`config.mk`:
```
export PLATFORM = sky130hd
export DESIGN_NAME = sha1_byte_stream_hasher_unit
export DESIGN_NICKNAME = d
export VERILOG_FILES = /design/src/hdl/sha1_pkg.sv /design/src/hdl/sha1_datapath.sv /design/src/hdl/sha1_ctrl.sv /design/src/hdl/sha1_byte_stream_hasher_unit.sv
export SDC_FILE = /design/constraint.sdc
export NUM_CORES = 2
export LEC_CHECK = 0
export ABC_AREA = 1
export BUFFER_PORTS_ARGS = -buffer_cell sky130_fd_sc_hd__buf_2
export CELL_PAD_IN_SITES_DETAIL_PLACEMENT = 0
export CELL_PAD_IN_SITES_GLOBAL_PLACEMENT = 2
export CORE_MARGIN = 4
export CORE_UTILIZATION = 39
export CTS_CLUSTER_DIAMETER = 150
export DETAILED_ROUTE_END_ITERATION = 6
export MAX_ROUTING_LAYER = met4
export PLACE_DENSITY = 0.83
export SYNTH_ARGS = -nofsm -noshare
export SYNTH_HDL_FRONTEND = slang
export SYNTH_HIERARCHICAL = 1
export SYNTH_SLANG_ARGS = --single-unit
```
`constraint.sdc`:
```
create_clock -name i_clk -period 8 [get_ports i_clk]
set_input_delay 0.8 -clock i_clk [delete_from_list [all_inputs] [get_ports i_clk]]
set_output_delay 0.8 -clock i_clk [all_outputs]
set_load 0.005 [all_outputs]
```
`src/hdl/sha1_pkg.sv`:
```
// ----------------------------------------------------------------------------
// SHA-1 byte stream hasher package
// Shared payload types, constants and the controller/datapath command struct.
// ----------------------------------------------------------------------------
package sha1_pkg;

    typedef struct packed {
        logic [7:0] data_byte;
        logic       byte_present;
        logic       message_end;
    } t_in_req;

    typedef struct packed {
        logic [31:0] digest_word;
        logic [2:0]  word_index;
        logic        last_word;
    } t_out_req;

    localparam logic [31:0] H0 = 32'h67452301;
    localparam logic [31:0] H1 = 32'hefcdab89;
    localparam logic [31:0] H2 = 32'h98badcfe;
    localparam logic [31:0] H3 = 32'h10325476;
    localparam logic [31:0] H4 = 32'hc3d2e1f0;
    localparam logic [7:0]  PAD_BYTE = 8'h80;
    localparam logic [5:0]  LEN_FILL = 6'd56;
    localparam int          ROUNDS = 80;
    localparam int          DIGEST_WORDS = 5;

    // Controller to datapath commands
    typedef struct packed {
        logic       put;        // write put_byte at fill position
        logic [7:0] put_byte;
        logic       cnt_byte;   // bump the message length
        logic       put_len;    // write length into words 14/15
        logic       comp_start; // load a..e from chaining words
        logic       comp_round; // run one round
        logic       comp_end;   // add a..e into chaining words
        logic       reseed;     // reset chaining, fill and length
    } t_cmd;

    // Datapath to controller status
    typedef struct packed {
        logic [5:0] fill;
        logic [6:0] round;
    } t_sts;

endpackage

```
`src/hdl/sha1_datapath.sv`:
```
// ----------------------------------------------------------------------------
// SHA-1 datapath
// Block buffer, message schedule, round unit, chaining words and length.
// ----------------------------------------------------------------------------
module sha1_datapath (
    input  logic                 i_clk,
    input  logic                 i_rst_n,
    input  sha1_pkg::t_cmd       i_cmd,
    input  logic [2:0]           i_rd_idx,
    output sha1_pkg::t_sts       o_sts,
    output logic [31:0]          o_rd_word
);
    logic [31:0] r_w [16];
    logic [31:0] r_h [5];
    logic [31:0] r_a, r_b, r_c, r_d, r_e;
    logic [5:0]  r_fill;
    logic [60:0] r_total;
    logic [6:0]  r_round;

    logic [3:0]  slot;
    logic [31:0] w_raw, w_cur, f, kc, t;
    logic [3:0]  widx;
    logic [4:0]  shamt;
    logic [31:0] merged;
    logic [63:0] bits;

    assign slot  = r_round[3:0];
    assign w_raw = r_w[slot + 4'd13] ^ r_w[slot + 4'd8] ^ r_w[slot + 4'd2] ^ r_w[slot];
    assign w_cur = (r_round >= 7'd16) ? {w_raw[30:0], w_raw[31]} : r_w[slot];
    assign bits  = {r_total, 3'b000};
    assign widx  = r_fill[5:2];
    assign shamt = {~r_fill[1:0], 3'b000};

    // Round function and constant select
    always_comb begin
        if (r_round < 7'd20) begin
            f  = (r_b & r_c) | (~r_b & r_d);
            kc = 32'h5a827999;
        end else if (r_round < 7'd40) begin
            f  = r_b ^ r_c ^ r_d;
            kc = 32'h6ed9eba1;
        end else if (r_round < 7'd60) begin
            f  = (r_b & r_c) | (r_b & r_d) | (r_c & r_d);
            kc = 32'h8f1bbcdc;
        end else begin
            f  = r_b ^ r_c ^ r_d;
            kc = 32'hca62c1d6;
        end
        t = {r_a[26:0], r_a[31:27]} + f + r_e + kc + w_cur;
    end

    // Byte merge into current word
    always_comb begin
        merged = (r_fill[1:0] == 2'd0) ? 32'd0 : r_w[widx];
        merged = merged | ({24'd0, i_cmd.put_byte} << shamt);
    end

    // Block buffer and schedule
    always_ff @(posedge i_clk) begin
        if (i_cmd.put) begin
            r_w[widx] <= merged;
        end else if (i_cmd.put_len) begin
            r_w[14] <= bits[63:32];
            r_w[15] <= bits[31:0];
        end else if (i_cmd.comp_round) begin
            r_w[slot] <= w_cur;
        end
    end

    // Working variables
    always_ff @(posedge i_clk) begin
        if (i_cmd.comp_start) begin
            r_a <= r_h[0]; r_b <= r_h[1]; r_c <= r_h[2]; r_d <= r_h[3]; r_e <= r_h[4];
        end else if (i_cmd.comp_round) begin
            r_e <= r_d; r_d <= r_c; r_c <= {r_b[1:0], r_b[31:2]}; r_b <= r_a; r_a <= t;
        end
    end

    // Control state of the datapath
    always_ff @(posedge i_clk) begin
        if (!i_rst_n || i_cmd.reseed) begin
            r_h[0] <= sha1_pkg::H0; r_h[1] <= sha1_pkg::H1; r_h[2] <= sha1_pkg::H2;
            r_h[3] <= sha1_pkg::H3; r_h[4] <= sha1_pkg::H4;
            r_fill  <= '0;
            r_total <= '0;
            r_round <= '0;
        end else begin
            if (i_cmd.put)
                r_fill <= r_fill + 6'd1;
            if (i_cmd.cnt_byte)
                r_total <= r_total + 61'd1;
            if (i_cmd.comp_start)
                r_round <= '0;
            else if (i_cmd.comp_round)
                r_round <= r_round + 7'd1;
            if (i_cmd.comp_end) begin
                r_h[0] <= r_h[0] + r_a; r_h[1] <= r_h[1] + r_b; r_h[2] <= r_h[2] + r_c;
                r_h[3] <= r_h[3] + r_d; r_h[4] <= r_h[4] + r_e;
                r_round <= '0;
            end
        end
    end

    assign o_sts       = '{fill: r_fill, round: r_round};
    assign o_rd_word   = r_h[i_rd_idx];

endmodule

```
`src/hdl/sha1_ctrl.sv`:
```
// ----------------------------------------------------------------------------
// SHA-1 controller
// Sequences byte writes, padding, compressions and digest output.
// ----------------------------------------------------------------------------
module sha1_ctrl (
    input  logic                 i_clk,
    input  logic                 i_rst_n,
    input  logic                 i_in_valid,
    output logic                 o_in_ready,
    input  sha1_pkg::t_in_req    i_in_data,
    output logic                 o_out_valid,
    input  logic                 i_out_ready,
    output logic [2:0]           o_rd_idx,
    output logic                 o_last,
    input  sha1_pkg::t_sts       i_sts,
    output sha1_pkg::t_cmd       o_cmd
);
    localparam logic [2:0] S_IDLE  = 3'd0;
    localparam logic [2:0] S_COMP  = 3'd1;  // rounds running
    localparam logic [2:0] S_FIN   = 3'd2;  // add into chaining words
    localparam logic [2:0] S_PAD   = 3'd3;  // pad bytes
    localparam logic [2:0] S_LEN   = 3'd4;  // length words
    localparam logic [2:0] S_OUT   = 3'd5;  // digest words

    logic [2:0] r_state, n_state;
    logic       r_end, n_end;   // message end pending
    logic       r_padded, n_padded; // 0x80 written
    logic       r_final, n_final;   // running last block
    logic [2:0] r_idx, n_idx;
    logic       acc;

    assign acc        = i_in_valid && o_in_ready;
    assign o_in_ready = (r_state == S_IDLE);
    assign o_out_valid = (r_state == S_OUT);
    assign o_rd_idx   = r_idx;
    assign o_last     = (r_idx == 3'(sha1_pkg::DIGEST_WORDS - 1));

    // Next state and commands
    always_comb begin
        n_state  = r_state;
        n_end    = r_end;
        n_padded = r_padded;
        n_final  = r_final;
        n_idx    = r_idx;
        o_cmd    = '0;
        case (r_state)
            S_IDLE: begin
                if (acc) begin
                    o_cmd.put      = i_in_data.byte_present;
                    o_cmd.put_byte = i_in_data.data_byte;
                    o_cmd.cnt_byte = i_in_data.byte_present;
                    n_end    = i_in_data.message_end;
                    n_padded = 1'b0;
                    n_final  = 1'b0;
                    if (i_in_data.byte_present && i_sts.fill == 6'd63) begin
                        o_cmd.comp_start = 1'b1;
                        n_state = S_COMP;
                    end else if (i_in_data.message_end) begin
                        n_state = S_PAD;
                    end
                end
            end
            S_COMP: begin
                o_cmd.comp_round = 1'b1;
                if (i_sts.round == 7'(sha1_pkg::ROUNDS - 1))
                    n_state = S_FIN;
            end
            S_FIN: begin
                o_cmd.comp_end = 1'b1;
                if (r_final) begin
                    n_idx   = '0;
                    n_state = S_OUT;
                end else if (r_end) begin
                    n_state = S_PAD;
                end else begin
                    n_state = S_IDLE;
                end
            end
            S_PAD: begin
                if (r_padded && i_sts.fill == sha1_pkg::LEN_FILL) begin
                    n_state = S_LEN;
                end else begin
                    o_cmd.put      = 1'b1;
                    o_cmd.put_byte = r_padded ? 8'd0 : sha1_pkg::PAD_BYTE;
                    n_padded       = 1'b1;
                    if (i_sts.fill == 6'd63) begin
                        o_cmd.comp_start = 1'b1;
                        n_state = S_COMP;
                    end
                end
            end
            S_LEN: begin
                o_cmd.put_len    = 1'b1;
                o_cmd.comp_start = 1'b1;
                n_final = 1'b1;
                n_state = S_COMP;
            end
            S_OUT: begin
                if (i_out_ready) begin
                    n_idx = r_idx + 3'd1;
                    if (o_last) begin
                        o_cmd.reseed = 1'b1;
                        n_idx   = '0;
                        n_end   = 1'b0;
                        n_final = 1'b0;
                        n_state = S_IDLE;
                    end
                end
            end
            default: n_state = S_IDLE;
        endcase
    end

    always_ff @(posedge i_clk) begin
        if (!i_rst_n) begin
            r_state  <= S_IDLE;
            r_end    <= 1'b0;
            r_padded <= 1'b0;
            r_final  <= 1'b0;
            r_idx    <= '0;
        end else begin
            r_state  <= n_state;
            r_end    <= n_end;
            r_padded <= n_padded;
            r_final  <= n_final;
            r_idx    <= n_idx;
        end
    end

    // Checks
    a_idx_range: assert property (@(posedge i_clk) disable iff (!i_rst_n)
        o_out_valid |-> r_idx <= 3'd4) else $error("digest index out of range");
    a_no_accept_busy: assert property (@(posedge i_clk) disable iff (!i_rst_n)
        (r_state == S_COMP) |-> !o_in_ready) else $error("accept during compression");
    a_round_bound: assert property (@(posedge i_clk) disable iff (!i_rst_n)
        (r_state == S_COMP) |-> i_sts.round < 7'd80) else $error("round overflow");
    a_out_hold: assert property (@(posedge i_clk) disable iff (!i_rst_n)
        (o_out_valid && !i_out_ready) |=> o_out_valid && $stable(r_idx))
        else $error("digest dropped");

endmodule

```
`src/hdl/sha1_byte_stream_hasher_unit.sv`:
```
// Throughput: one request per cycle while no block fills up and no message ends.
// Block fill: the 64th byte of a block holds the input through the 80 rounds,
// one per cycle, then the add-back; the load shares the accept cycle.
// Message end: up to 64 pad bytes, a check and the length write, one or two
// compressions, then five digest words, one per cycle as taken.
// Reset (sync, active low) loads the SHA-1 seed words and clears the length.
// ----------------------------------------------------------------------------
// SHA-1 byte stream hasher top level
// Joins the controller and the datapath; drives the digest from the chaining words.
// ----------------------------------------------------------------------------
module sha1_byte_stream_hasher_unit (
    input  logic                  i_clk,
    input  logic                  i_rst_n,
    input  logic                  i_in_valid,
    output logic                  o_in_ready,
    input  sha1_pkg::t_in_req     i_in_data,
    output logic                  o_out_valid,
    input  logic                  i_out_ready,
    output sha1_pkg::t_out_req    o_out_data
);
    sha1_pkg::t_cmd cmd;
    sha1_pkg::t_sts sts;
    logic [2:0]     rd_idx;
    logic [31:0]    rd_word;
    logic           last;

    sha1_ctrl u_ctrl (
        .i_clk      (i_clk),
        .i_rst_n    (i_rst_n),
        .i_in_valid (i_in_valid),
        .o_in_ready (o_in_ready),
        .i_in_data  (i_in_data),
        .o_out_valid(o_out_valid),
        .i_out_ready(i_out_ready),
        .o_rd_idx   (rd_idx),
        .o_last     (last),
        .i_sts      (sts),
        .o_cmd      (cmd)
    );

    sha1_datapath u_dp (
        .i_clk    (i_clk),
        .i_rst_n  (i_rst_n),
        .i_cmd    (cmd),
        .i_rd_idx (rd_idx),
        .o_sts    (sts),
        .o_rd_word(rd_word)
    );

    assign o_out_data = '{digest_word: rd_word, word_index: rd_idx, last_word: last};

endmodule
```
[Word-level counts from Yosys, hierarchy flattened]
Memory sizes are Yosys's and may differ from the RTL's. A register that Yosys moved wholly into a read port is not among the register bits.
Index checks and enable logic that the tools add are counted.
Storage, ports and cells
  register bits: 243
  bits in latches: 0
  memory bits (writable): 672
  bits in read-only memories: 0
  input port bits: 14
  output and inout port bits: 38
  memories kept: 2
Cells by class
  add/subtract/negate cells: 16
  multipliers: 0
  div/mod/pow operators: 0
  magnitude comparators: 4
  equal/unequal tests: 17
  shift-type cells: 1
  mux-type cells: 88
  bitwise operators: 20
  reduce and logical (&&, ||, !) cells: 20
Memories
  u_dp.r_w: depth 16, width 32, read ports 5, clocked after Yosys merged registers in 2, wr ports 2, RTL line sha1_datapath.sv:13  | logic [31:0] r_w [16];
  u_dp.r_h: depth 5, width 32, read ports 6, clocked after Yosys merged registers in 1, wr ports 5, RTL line sha1_datapath.sv:14  | logic [31:0] r_h [5];
Operator list (number)
  $mux W32: 24
  $add A32 B32 Y32: 9
  $xor A32 B32 Y32: 5
  $and A32 B32 Y32: 4
  $or A32 B32 Y32: 4
  $reduce_or A32 Y1: 2
  $add A61 B1 Y61 const B: 1
  $mux W3: 14
  $mux W1: 32
  $not A32 Y32: 1
  $shl A8 B5 Y32: 1
  $mux W31: 1
  $mux W4: 6
  $pmux W3 S6: 1
  $pmux W9 S2: 1
  $lt A7 B6 Y1 const B: 2
  $eq A6 B6 Y1 const B: 2
  $mux W10: 1
  $eq A3 B3 Y1 const B: 3
  $mux W9: 1
  $add A4 B4 Y4 const B: 2
  $mux W8: 1
  $ne A2 B1 Y1 const B: 4
  $reduce_and A4 Y1: 2
  28 further kinds: 42

[Logic depth before layout (Yosys ltp)]
  depth after elaboration: 12
  gate-level depth with buffers: 40
  gate-level depth less buffers: 36

[Modules after synthesis]
The synthesis kept the hierarchy.
Modules (own cells, without submodules)
  sha1_datapath: times used 1, cells each 9833, area an instance 72001.6 um^2, seq. area each 26595.5 um^2
  sha1_ctrl: times used 1, cells each 133, area an instance 753.2 um^2, seq. area each 180.2 um^2
  sha1_byte_stream_hasher_unit: times used 1, cells each 1, area an instance 7.5 um^2, seq. area each 0.0 um^2

[Worst setup path after synthesis]
OpenSTA, ideal clock, no wires.
  kind: reg-to-reg
  start point: register u_dp.r_round[0]
  end point: register u_dp.r_a[27], data pin
  library setup time: 253 ps
  data arrival time: 5706 ps
  required time: 7747 ps
  slack: 2041 ps
  cell stages (with the launch flop): 41
  buffers on the path: 7
  clock period less this slack: 5959 ps
  cells stage by stage: dfxtp_1 -> buf_6 -> inv_2 -> buf_6 -> buf_6 -> buf_2 -> ha_1 -> buf_2 -> buf_2 -> buf_2 -> o211ai_1 -> nand3_1 -> nand3_1 -> nand2_1 -> nor2_1 -> inv_1 -> nand2_1 -> nand2_1 -> (+5 left out) -> fa_1 -> fa_1 -> inv_1 -> ha_1 -> inv_1 -> fa_1 -> inv_1 -> nand3_1 -> nand2_1 -> a21oi_1 -> o21ai_0 -> a21oi_1 -> o21ai_0 -> nand2_1 -> nand2_1 -> nand2_1 -> nand3_1 -> nand2_1
On the way
  word-level cells in the longest chain between the ends: 10
  elaborated cells between the ends (all ways): 24
  classes of those cells: add/sub (7); order compare (4); mux (9); bitwise (3); memory (1)
Ends and longest elaborated chain
  start: declaration: RTL line sha1_datapath.sv:18  | logic [6:0] r_round;
  start signal: assignment: RTL line sha1_datapath.sv:95  | r_round <= r_round + 7'd1;
  $lt A7 B6 Y1: RTL line sha1_datapath.sv:42  | end else if (r_round < 7'd60) begin
  $mux W32: RTL line sha1_datapath.sv:42
  $mux W32: RTL line sha1_datapath.sv:39  | end else if (r_round < 7'd40) begin
  $mux W32: RTL line sha1_datapath.sv:36  | if (r_round < 7'd20) begin
  $add A32 B32 Y32 (3 in a row): RTL line sha1_datapath.sv:49  | t = {r_a[26:0], r_a[31:27]} + f + r_e + kc + w_cur;
  $add A32 B32 Y32 (*): RTL line sha1_datapath.sv:49
  $mux W32 (*): RTL line sha1_datapath.sv:74  | end else if (i_cmd.comp_round) begin
  $mux W32 (*): RTL line sha1_datapath.sv:72  | if (i_cmd.comp_start) begin
  end signal: assignment: RTL line sha1_datapath.sv:73  | r_a <= r_h[0]; r_b <= r_h[1]; r_c <= r_h[2]; r_d <= r_h[3]; r_e <= r_h[4];
  end signal: assignment: RTL line sha1_datapath.sv:75  | r_e <= r_d; r_d <= r_c; r_c <= {r_b[1:0], r_b[31:2]}; r_b <= r_a; r_a <= t;
  end: declaration: RTL line sha1_datapath.sv:15  | logic [31:0] r_a, r_b, r_c, r_d, r_e;
Mark *: on every way between the ends. The rest lies on a longest branch, timed or not. The select of a mux whose other input is x is not followed.
A chain may end at the register's enable or synchronous reset.

[Worst setup path in the final report]
  start point: register u_dp.r_round[1]
  end point: register u_dp.r_a[23], data pin
The elaborated chain is that of the path after synthesis.

==> reports/metrics.yaml <==
yosys:
  synthTopCellsByArea: "edfxtp_1 34%, nand2_1 12%, o21ai_0 8.6%"
  synth_nets: 10300
  yosysUniqueCellTypes: 62
  ys_async_sr_fraction_pct: 0
  syn_inst: 9967
  yosysSeqAreaShare_pct: 36.8
  synth_top_area_share_pct: 34.2
  ys_warn_count: 6
  synth_edf_count: 829
  syn-cell-area_mm2: 0.0728
  avgSynthCellArea_um2: 7.30
  synthFlopType: "edfxtp_1"
  yosysTopAreaCell: "edfxtp_1"
  synth_seq_cells: 923
clock_tree:
  cts_made_buffers: 121
  cts_sinks: 923
  cts_max_path_buffers: 3
  clkTransAtPathRegs_ns: 0.06
  cts_resized: 0
  cts.htree.levels: 3
  insertion_delay_ns: 0.81
  postCtsHoldBufs: 0
  clk_root_buffer_cell: "clkbuf_16"
  cts_tree: "built"
  cts_setup_buffers: 0
detailed_routing:
  ant_nets: 0
  via_count: 74800
  drcViolationCount: 0
  finalWirelength_mm: 349
  drt_first_iter_violations: 10700
  first_pass_iters: 7
  wl_per_cell_um: 28.4
  viasPerCell: 6.08
power:
  switchingPower_w: 0.0183
  swShare_pct: 51.3
  pwr-share-clk_pct: 16.2
  power_density_mw_per_mm2: 452
  p_seq_share_pct: 21.8
  comb_power_share_pct: 62.0
  p_leak_nw: 31.3
  internal-power_w: 0.0174
  irDropWorstVdd_mv: 0.539
place:
  place_area_mm2: 0.0748
  dp_hpwl_mm: 235
  globalplace.congestion: 0.980
  place_ws_ns: 0.940
  port_buffers: 51
sta:
  finalWorstSetupSlack_ns: 0.779
  fmax_ghz: 0.138
  skew_ns: 0.0561
  rsz0062_at_grt: "no"
  fin_crit_ns: 7.22
  setup_viol: 0
  tightest_slew_ns: 1.46
  max_slew_margin_pct: 2.65
  fin_crit_sh_pct: 90.3
  hold_viol_final: 0
  finalMaxSlewViolations: 0
  setup_tns_ns: 0
floorplanning:
  fp.dieW_um: 440
  rows: 158
  start_util_pct: 39.2
  dieHeight_um: 440
  top_level_ports: 52
  core_mm2: 0.185
  dieArea_mm2: 0.194
worst_setup_path:
  worstSetupPathDepth: 29
  r2r-start: "u_dp/r_round[1]"
  crit_end: "u_dp/r_a[23]"
  crit_type: "flip-flop to flip-flop"
  worstPathMaxFanout: 60
  cp_slowest_cell: "ha_4"
  end_kind: "flip-flop"
  reg2reg_depth: 29
  cp_slowest_stage_delay_ns: 0.52
  critPathLaunchType: "flip-flop"
  arrival_ns: 7.74
  reg2reg_slack_ns: 0.78
  r2r_end: "u_dp/r_a[23]"
  crit_start: "u_dp/r_round[1]"
  crit_top_cell: "nand2_1"
  cp_top_family: "adder cells"
  worstPathRequired_ns: 8.52
  crit_buf_inv: 6
hold_path:
  min_path_type: "primary input to flip-flop"
cells_and_area:
  drive_gt1_share_pct: 5.84
  multiInputGateArea_mm2: 0.0391
  regArea_mm2: 0.0268
  nets: 10000
  layout-area-overhead-vs-synth_pct: 8.53
  fillerInstances: 19300
  postLayoutCellArea_mm2: 0.0790
global_routing:
  overflow: 0
  grt_usage_pct: 35.7
  antenna_found_initial: 22
  grt_max_degree: 254
  grt_pass1_vias: 67600
  grt_pass1_wl_mm: 491
status:
  status: "completed"
flow_run:
  maxCapViolCount: 0
-- synthesized netlist by cell type, types with 12 or more instances --
master	instances
a21o_1	28
o21ai_0	1245
a21oi_1	1082
dfxtp_1	94
nor4_1	23
xnor2_1	40
buf_6	50
nand2_1	2261
ha_1	202
buf_4	26
nor3_1	78
inv_2	17
o221ai_1	37
a31oi_1	55
a21boi_0	15
nand3_1	1113
and2_1	29
nor2_1	375
fa_1	125
clkbuf_1	218
nand4_1	69
edfxtp_1	829
xor2_1	45
buf_2	217
nor3b_1	12
inv_1	1076
o21ai_1	103
buf_1	85
o21a_1	39
or2_2	48
o211ai_1	193
nand3_2	19
-- stage by stage --
step                      hold WS [ns]  util (%)  total power (W)  std cells
after detailed placement         0.496      40.4           0.0294      12100
after floorplan                  0.452         -           0.0226       9967
after global placement           0.476      40.4           0.0293      12100
after CTS                        0.250      42.6           0.0353      12300
final                            0.303      42.6           0.0357      12300
after global routing             0.318      42.6           0.0384      12300
-- metal layers --
layer	GRT usage, %	vias up	share of wire [%]	wire, um
met5	-	-	0	0
met4	12.1	0	3.7	13000
met3	7.21	663	11	38100
met2	51.4	4276	42	147000
met1	50.0	36100	43	151000
li1	-	33700	-	-
-- tightest hold or removal path, cell delays in order --
cell     delay [ns]
buf_2          0.12
nand3_1        0.07
a21oi_1        0.06
-- state kept, by name, indices dropped and copies added, names as in the netlist, 6 cells and up, named ones only --
name and cells:
u_dp/r_a 32, u_dp/r_b 32, u_dp/r_c 32, u_dp/r_d 32, u_dp/r_e 32, u_dp/r_fill 6, u_dp/r_h 160, u_dp/r_round 7
u_dp/r_total 61, u_dp/r_w 512
-- power groups by stage --
stage	clock, W	sequential, W	combinational [W]
global placement	0	0.00784	0.0214
detailed placement	0	0.00786	0.0215
CTS	0.00586	0.00776	0.0216
finish	0.00580	0.00779	0.0222
floorplan	0	0.00755	0.0150
global route	0.00606	0.00783	0.0245
-- worst min path at each step --
| stage | from | endpoint | slack [ns] | depth (start not counted) |
|---|---|---|---|---|
| after floorplan | u_ctrl/r_final | u_ctrl/r_final | 0.45 | 2 |
| after global placement | u_ctrl/r_final | u_ctrl/r_final | 0.48 | 2 |
| after detailed placement | u_dp/r_total[42] | u_dp/r_total[42] | 0.50 | 1 |
| after CTS | i_out_ready | u_ctrl/o_rd_idx[1] | 0.25 | 3 |
| after global routing | i_rst_n | u_ctrl/r_state[0] | 0.32 | 3 |
| final | i_out_ready | u_ctrl/o_rd_idx[1] | 0.30 | 3 |
-- cell families after synthesis --
family / count (synthesis) / share of synthesized area, %
simple gates: 4066 / 24.0
compound gates: 2867 / 21.3
buf+inv: 1696 / 9.84
flops: 923 / 36.8
fa+ha+maj: 327 / 6.91
xor+xnor: 88 / 1.11
-- cell type report --
type,count,share of cell area [%]
timing repair buffer,208,2.10
sequential,923,34.0
multi-input combinational,7348,49.5
inverter,1096,5.26
clock buffer,162,4.33
clock inverter,65,0.846
tap,2480,3.93
antenna,15,0.0475
-- layout by cell type, fill, tap and decap left out, types with 39 or more instances in the layout --
master / count
nand2_1: 2259
o21ai_0: 1239
nand3_1: 1113
a21oi_1: 1082
inv_1: 1071
edfxtp_1: 829
nor2_1: 355
ha_1: 199
o211ai_1: 193
buf_4: 139
clkbuf_16: 130
fa_1: 125
o21ai_1: 107
dfxtp_1: 80
nor3_1: 78
nand4_1: 69
a31oi_1: 55
buf_2: 51
or2_2: 48
xor2_1: 45
xnor2_1: 40
o21a_1: 39
No activity file was read; power rests on OpenSTA's default activity.
